--- src/design/ucst_pkg.sv ---
// Shared types, constants and CORDIC table for the unicycle step and cost unit.
`default_nettype none
package ucst_pkg;

	// Configuration register indexes
	typedef enum logic [2:0] {
		REG_STEP_TIME       = 3'd0,
		REG_WEIGHT_POS      = 3'd1,
		REG_WEIGHT_HEAD     = 3'd2,
		REG_WEIGHT_SPEED    = 3'd3,
		REG_WEIGHT_TURN     = 3'd4,
		REG_WEIGHT_FIN_POS  = 3'd5,
		REG_WEIGHT_FIN_HEAD = 3'd6
	} reg_idx_t;

	localparam logic [15:0] STEP_TIME_RST = 16'd6554;
	localparam logic [15:0] WEIGHT_RST    = 16'd256;

	localparam logic signed [32:0] CORDIC_GAIN = 33'sd652032874;
	localparam logic signed [29:0] INV_PI_Q30  = 30'sd341782638;
	localparam logic signed [18:0] PI_Q16      = 19'sd205887;
	localparam logic [47:0]        CAP48       = 48'hFFFF_FFFF_FFFF;
	localparam int                 TABLE_LEN   = 24;

	// arctangent of 2^-i, 2^32 per turn
	localparam logic [31:0] ATAN_TURN32 [TABLE_LEN] = '{
		32'd536870912, 32'd316933406, 32'd167458907, 32'd85004756,
		32'd42667331, 32'd21354465, 32'd10679838, 32'd5340245,
		32'd2670163, 32'd1335087, 32'd667544, 32'd333772,
		32'd166886, 32'd83443, 32'd41722, 32'd20861,
		32'd10430, 32'd5215, 32'd2608, 32'd1304,
		32'd652, 32'd326, 32'd163, 32'd81};

	// configuration register file contents
	typedef struct packed {
		logic [15:0] step_time;
		logic [15:0] weight_position;
		logic [15:0] weight_heading;
		logic [15:0] weight_speed;
		logic [15:0] weight_turn;
		logic [15:0] weight_final_position;
		logic [15:0] weight_final_heading;
	} cfg_t;

	// operands that ride along the rotation stages
	typedef struct packed {
		logic               terminal;
		logic               flip;
		logic signed [31:0] px;
		logic signed [31:0] py;
		logic [15:0]        hd;
		logic signed [15:0] v;
		logic signed [15:0] w;
		logic signed [32:0] dx;
		logic signed [32:0] dy;
		logic signed [34:0] ehp;
		logic signed [32:0] dtv;
		logic signed [32:0] dtw;
	} item_t;

	// arctangent of stage idx rounded to an ab-bit angle
	function automatic logic [31:0] atan_angle(input int unsigned idx, input int unsigned ab);
		logic [32:0] t;
		t = {1'b0, ATAN_TURN32[idx]} + (33'd1 << (31 - ab));
		return 32'(t >> (32 - ab));
	endfunction

endpackage
`default_nettype wire

--- src/design/ucst_cordic_stage.sv ---
// One CORDIC rotation stage with its carried operands.
`default_nettype none
module ucst_cordic_stage #(
	parameter int ANGLE_BITS = 16,
	parameter int ZW = 18,
	parameter int INDEX = 0
) (
	input  wire logic                clk,
	input  wire logic                en,
	input  wire ucst_pkg::item_t     item_in,
	input  wire logic signed [32:0]  x_in,
	input  wire logic signed [32:0]  y_in,
	input  wire logic signed [ZW-1:0] z_in,
	output ucst_pkg::item_t          item_s1,
	output logic signed [32:0]       x_s1,
	output logic signed [32:0]       y_s1,
	output logic signed [ZW-1:0]     z_s1
);
	import ucst_pkg::*;

	localparam logic signed [ZW-1:0] ANG = ZW'(atan_angle(INDEX, ANGLE_BITS));

	logic signed [32:0] xs_c;
	logic signed [32:0] ys_c;

	assign xs_c = y_in >>> INDEX;
	assign ys_c = x_in >>> INDEX;

	// rotate toward zero residual; zero rotates positive
	always_ff @(posedge clk) begin
		if (en) begin
			item_s1 <= item_in;
			if (!z_in[ZW-1]) begin
				x_s1 <= x_in - xs_c;
				y_s1 <= y_in + ys_c;
				z_s1 <= z_in - ANG;
			end else begin
				x_s1 <= x_in + xs_c;
				y_s1 <= y_in - ys_c;
				z_s1 <= z_in + ANG;
			end
		end
	end

endmodule
`default_nettype wire

--- config.mk ---
export PLATFORM = sky130hd
export DESIGN_NAME = ucst_cordic_stage
export DESIGN_NICKNAME = d
export VERILOG_FILES = /design/src/design/ucst_pkg.sv /design/src/design/ucst_cordic_stage.sv
export SDC_FILE = /design/constraint.sdc
export NUM_CORES = 1
export LEC_CHECK = 0
export ABC_AREA = 1
export ABC_CLOCK_PERIOD_IN_PS = 2500
export BUFFER_PORTS_ARGS = -buffer_cell sky130_fd_sc_hd__buf_2
export CAP_MARGIN = 30
export CORE_AREA = 2 2 286 288
export CTS_CLUSTER_SIZE = 40
export DETAILED_ROUTE_END_ITERATION = 6
export DIE_AREA = 0 0 288 290
export GPL_TIMING_DRIVEN = 1
export SETUP_SLACK_MARGIN = 0.5
export SYNTH_ARGS = -nofsm -noshare
export SYNTH_HDL_FRONTEND = slang
export SYNTH_SLANG_ARGS = --single-unit
--- constraint.sdc ---
create_clock -name clk -period 2.5 [get_ports clk]
set_input_delay 0.25 -clock clk [delete_from_list [all_inputs] [get_ports clk]]
set_output_delay 0.25 -clock clk [all_outputs]
set_load 0.02 [all_outputs]
==> results of run 1 <==
[metrics by stage]
stage / cell area (µm²) / hold slack [ns]
global placement: 24100 / 0.426
global route: 28600 / 0.0413
finish: 28600 / 0.0640
floorplan: 18700 / 0.349
detailed placement: 24100 / 0.428
CTS: 28600 / 0.0303
[flip-flops by register name, indices dropped and copies added, names as in the netlist]
| name | count |
|---|---|
| x_s1 | 33 |
| z_s1 | 18 |
| y_s1 | 32 |
| item_s1 | 281 |
[path summary, 6_finish.rpt]
path                 end  cells past startpoint     start
min   z_s1[14]$_DFFE_PP_                      2  z_in[14]
max   y_s1[27]$_DFFE_PP_                     14   x_in[7]
[kinds of logic (layout without fill, tap and decap cells)]
logic type                 count (synthesis)  after routing
AOI/OAI and AO/OA                        171            171
xor gates and xnor gates                  26             26
adders and majority gates                103            103
buffers and inverters                    363           1509
DFF                                      364            364
other                                      0             13
and+or+nand+nor                          916            916
[synthesized netlist by cell type, types with 10 or more instances]
cell type  number  area [µm²]
nor2_2         11        68.8
nor2_1        144         541
nand2_2        14        87.6
ha_1           99        1240
o21bai_1       15         113
o21ai_0        58         290
xor2_1         26         228
buf_4          19         143
a21oi_1        68         340
inv_1         310        1160
nand2_1       571        2140
o21ai_1        10        50.1
nand4_1        13        81.3
edfxtp_1      364       10900
nand3_1       137         686
buf_2          13        65.1
[area by class of cell]
type | instances | area share [%]
Sequential cell | 364 | 38.2
Timing Repair Buffer | 1108 | 25.7
Multi-Input combinational cell | 1216 | 22.0
Tap cell | 1060 | 4.63
Inverter | 320 | 4.20
Clock buffer | 55 | 4.06
Clock inverter | 26 | 1.11
Antenna cell | 13 | 0.114
[power by group through the flow]
stage / clock network (W) / logic [W] / registers [W]
floorplan: 0 / 0.00140 / 0.00838
global placement: 0 / 0.00412 / 0.00778
detailed placement: 0 / 0.00414 / 0.00776
CTS: 0.00686 / 0.00459 / 0.00766
global route: 0.00702 / 0.00490 / 0.00771
finish: 0.00669 / 0.00456 / 0.00766
[metal layers]
metal | vias up | GRT usage [%] | routed length, µm
met5 | - | 0 | 142
met4 | 22 | 8.35 | 3780
met3 | 136 | 6.36 | 8810
met2 | 807 | 39.5 | 48300
met1 | 8596 | 27.0 | 38200
li1 | 8550 | - | -
[critical path: stages]
cell and delay (ns):
buf_2 0.10, inv_1 0.05, ha_1 0.52, nand2_1 0.17, nor2_1 0.20, inv_1 0.12
nor2_1 0.15, nand2_1 0.09, nand3_2 0.17, nand2_1 0.11, nand2_1 0.08, nand2_1 0.05
nand3_1 0.08, nand2_1 0.06
[cells in the final DEF (no fill, tap or decap), types with 13 or more instances in the layout]
| cell | netlist | routed |
|---|---|---|
| clkbuf_16 | 0 | 45 |
| a21oi_1 | 68 | 68 |
| nand2_2 | 14 | 14 |
| nand3_1 | 137 | 137 |
| buf_4 | 19 | 72 |
| nand4_1 | 13 | 13 |
| nand2_1 | 571 | 571 |
| ha_1 | 99 | 98 |
| nor2_1 | 144 | 144 |
| diode_2 | 0 | 13 |
| edfxtp_1 | 364 | 364 |
| buf_2 | 13 | 730 |
| o21bai_1 | 15 | 15 |
| inv_1 | 310 | 309 |
| dlygate4sd3_1 | 0 | 296 |
| o21ai_0 | 58 | 56 |
| xor2_1 | 26 | 26 |
[what timing repair did]
action | CTS | global route
hold buffers | 296 | 0
gates resized for setup | 0 | 5
setup endpoints to repair | 0 | 6
hold endpoints to repair | 298 | 0
==> impl_metrics.toml, run 1 <==
[sta]
rsz0062_at_grt = "no"
slew_headroom_pct = 63.6
slew_viol_final = 0
fin_setup_tns_ns = 0
timing.fmax_ghz = 0.537
finalWorstSetupSlack_ns = 0.637
period_minus_slack_ns = 1.86
finalSetupViolCount = 0
period_share_pct = 74.5
hold_viol_final = 0
tightestPinTransition_ns = 0.547

[die]
dieHeight_um = 290
initial_utilization_pct = 23.4
die_w_um = 288
dieArea_um2 = 83500
pin_count = 732
coreArea_um2 = 80200
rows = 104

[cells_and_area]
multiInputGateArea_um2 = 6310
final_util_pct = 35.7
final_layout_size_suffix_gt1_share_pct = 30.3
nets = 3525
final_cells = 4162
regArea_um2 = 10900
synthToLayoutAreaGrowth_pct = 53.0
fillers = 8206

[placed_design]
gp_congestion = 0.948
portBuffers = 731
dpl_worst_slack_ns = -0.00618
dp.cells = 3772
dp_hpwl_um = 81200

[yosys]
synth_edf_count = 364
synthFlopType = "edfxtp_1"
synth_compound_area_share_pct = 5.03
synthCells = 1943
syn_nets = 2413
synth_mux_area_share_pct = 0
async_reset_ff_share_pct = 0
synth_fa_ha_area_share_pct = 7.05
yosysWarnings = 0
synth-seq-cells = 364
synth_top_family_by_area = "simple AND/OR/NAND/NOR gates"
yosys.area_share.simple_pct = 20.4
ys_types = 36
avgSynthCellArea_um2 = 9.63
ys_seq_area_share_pct = 58.4
synthesis.area_um2 = 18700
synth-xor-area-share_pct = 1.22

[worst_setup_path]
cp-start-kind = "input pin"
path_max_fanout = 8
cp-end-kind = "flip-flop"
arrival_ns = 2.20
cp.required_ns = 2.84
critPathKind = "input pin to flip-flop"

[clocking]
cts_tree = "done"
root_buffer = "clkbuf_16"
clock_sinks = 364
ctsLongestPathBuffers = 3
clk_pin_slew_worst_paths_ns = 0.06
h-tree-depth = 2
cts_setup_buffers = 0
cts_buffers = 45

[global_routing]
grt_pass1_wl_um = 134000
antenna_found_initial = 31
track_usage_pct = 22.9
grt_max_degree = 76
grt_pass1_vias = 17864
overflow = 0

[run_status]
status = "finished, final reports clean"

[routing]
via_per_inst = 4.35
drtAntennaViolNets = 0
detailroute.via_count = 18111
dr.pass1.iters = 6
wirelength_um = 99200
drc = 0
post_drt_wl_per_cell_um = 23.8
first_iter_violations = 1417

[power_and_ir_drop]
seqPwrFrac_pct = 40.5
p_int_w = 0.0128
power_leakage_nw = 13.6
p_clk_share_pct = 35.4
irDropWorstVdd_mv = 0.556
power.total_w = 0.0189
p_sw_w = 0.00607
comb_power_share_pct = 24.1
netSwitchingFraction_pct = 32.1
p_per_area_nw_per_um2 = 660

[min_path]
min_path_type = "input pin to flip-flop"

[run]
drv_cap = 0
Note: power is estimated with default switching activity, not from simulation.
==> run 2: changes to the inputs <==
--- a/config.mk
+++ b/config.mk
@@ -6,7 +6,7 @@
 export NUM_CORES = 1
 export LEC_CHECK = 0
 export ABC_AREA = 1
-export ABC_CLOCK_PERIOD_IN_PS = 2500
+export ABC_CLOCK_PERIOD_IN_PS = 1900
 export BUFFER_PORTS_ARGS = -buffer_cell sky130_fd_sc_hd__buf_2
 export CAP_MARGIN = 30
 export CORE_AREA = 2 2 286 288
==> constraint.sdc (replaced) <==
create_clock -name clk -period 1.9 [get_ports clk]
set_input_delay 0.19 -clock clk [delete_from_list [all_inputs] [get_ports clk]]
set_output_delay 0.19 -clock clk [all_outputs]
set_load 0.02 [all_outputs]
==> run 2 against run 1 <==
Net effect:
- via count up 4.5%
- core utilization up 5.4 points
- final area up 15%
- power up 40%
- largest power group unchanged
- wire length down 1.6%
==> impl_metrics.toml, run 2 (synthesis gave the netlist of run 1 again) <==
[worst_setup_path]
path_max_fanout = 1
crit_buf_inv = 1
cp-start-kind = "flip-flop"
crit_family = "flip-flops"
crit_path_start = "item_s1[98]$_DFFE_PP_"
critPathKind = "flip-flop to output port"
cp-end-kind = "output port"
cp_slowest_cell = "edfxtp_1"
slowest_delay_ns = 0.53
arrival_ns = 1.32
cp.required_ns = 1.71
path_cells = "buf_6"

[global_routing]
track_usage_pct = 22.3
grt_pass1_wl_um = 133000
grt_pass1_vias = 18938
overflow = 0
antenna_found_initial = 19
grt_max_degree = 63

[placed_design]
portBuffers = 731
gp_congestion = 0.951
dp_hpwl_um = 78800
dp.cells = 3892

[run]
drv_cap = 0

[min_path]
min_from = "en"
min_path_type = "input pin to flip-flop"

[sta]
period_minus_slack_ns = 1.51
rsz0062_at_grt = "yes"
tightestPinTransition_ns = 0.557
hold_viol_final = 0
whs_ns = 0.0518
finalSetupViolCount = 0
fin_setup_tns_ns = 0
timing.fmax_ghz = 0.660
slew_viol_final = 0
period_share_pct = 79.7
slew_headroom_pct = 62.9

[cells_and_area]
nets = 3691
final_layout_size_suffix_gt1_share_pct = 46.6
regMostFlops = "item_s1"
layout_common_cells = "buf_2 (603), nand2_1 (417), edfxtp_1 (364), dlygate4sd3_1 (297), inv_1 (243)"
final_cells = 4320
final_util_pct = 41.1
reg_top3 = "item_s1 x281, x_s1 x33, y_s1 x32"
synthToLayoutAreaGrowth_pct = 76.0
mostFrequentLayoutCell = "buf_2"
largest_reg_flops = 281
fillers = 7795

[run_status]
status = "finished, final reports clean"

[die]
dieArea_um2 = 83500
initial_utilization_pct = 23.4
rows = 104
pin_count = 732
die_w_um = 288
coreArea_um2 = 80200
dieHeight_um = 290

[clocking]
clock_sinks = 364
clk_pin_slew_worst_paths_ns = 0.06
ctsLongestPathBuffers = 3
root_buffer = "clkbuf_16"
h-tree-depth = 2
cts_tree = "done"
cts_buffers = 44

[routing]
drc = 0
drtAntennaViolNets = 0
post_drt_wl_per_cell_um = 22.6
dr.pass1.iters = 6
via_per_inst = 4.38
detailroute.via_count = 18935
first_iter_violations = 1432
wirelength_um = 97700

[power_and_ir_drop]
power_leakage_nw = 15.1
irDropWorstVdd_mv = 0.641
p_per_area_nw_per_um2 = 801
power.total_w = 0.0264
## run 2: report_power, final
group	switching, W	internal, W
combinational	0.00450	0.00312
sequential	0.000387	0.00972
clock	0.00363	0.00502
## run 2: final cells by class
type                       count  area, µm²  share of cell area, %
tap                         1060       1330                   4.03
timing repair buffer        1275       9490                   28.8
inverter                     320       1310                   3.97
clock inverter                25        284                  0.862
antenna                        9       22.5                 0.0684
multi-input combinational   1216       8430                   25.6
clock buffer                  51       1150                   3.49
sequential                   364      10900                   33.2
## run 2: worst paths after layout
kind                     end  slack (ns)  depth (start not counted)
max              item_s1[98]        0.39                          1
min   item_s1[213]$_DFFE_PP_        0.05                          1
## run 2: stage by stage
| stage | setup slack (ns) | area (µm²) |
|---|---|---|
| 2_1_floorplan | 0.177 | 19900 |
| 3_3_place_gp | -0.315 | 26100 |
| 3_5_place_dp | -0.313 | 26100 |
| 4_1_cts | 0.369 | 31300 |
| 5_1_grt | 0.346 | 32900 |
| 6_report | 0.385 | 32900 |
## run 2: timing repair
action	4_1_cts	5_1_grt
hold buffers	297	0
resized for setup	215	415
hold endpoints to repair	297	0
endpoints found under the setup margin	126	136
cloned	0	0
pin swaps	20	144
buffers inserted	10	36
## run 2: routing by layer
layer,GRT usage (%),share of wire [%],vias to the layer above
met1,26.6,39,9067
met5,0,0.083,-
met3,5.13,7.5,174
met2,38.1,48,795
met4,9.68,5.1,14
li1,-,-,8885
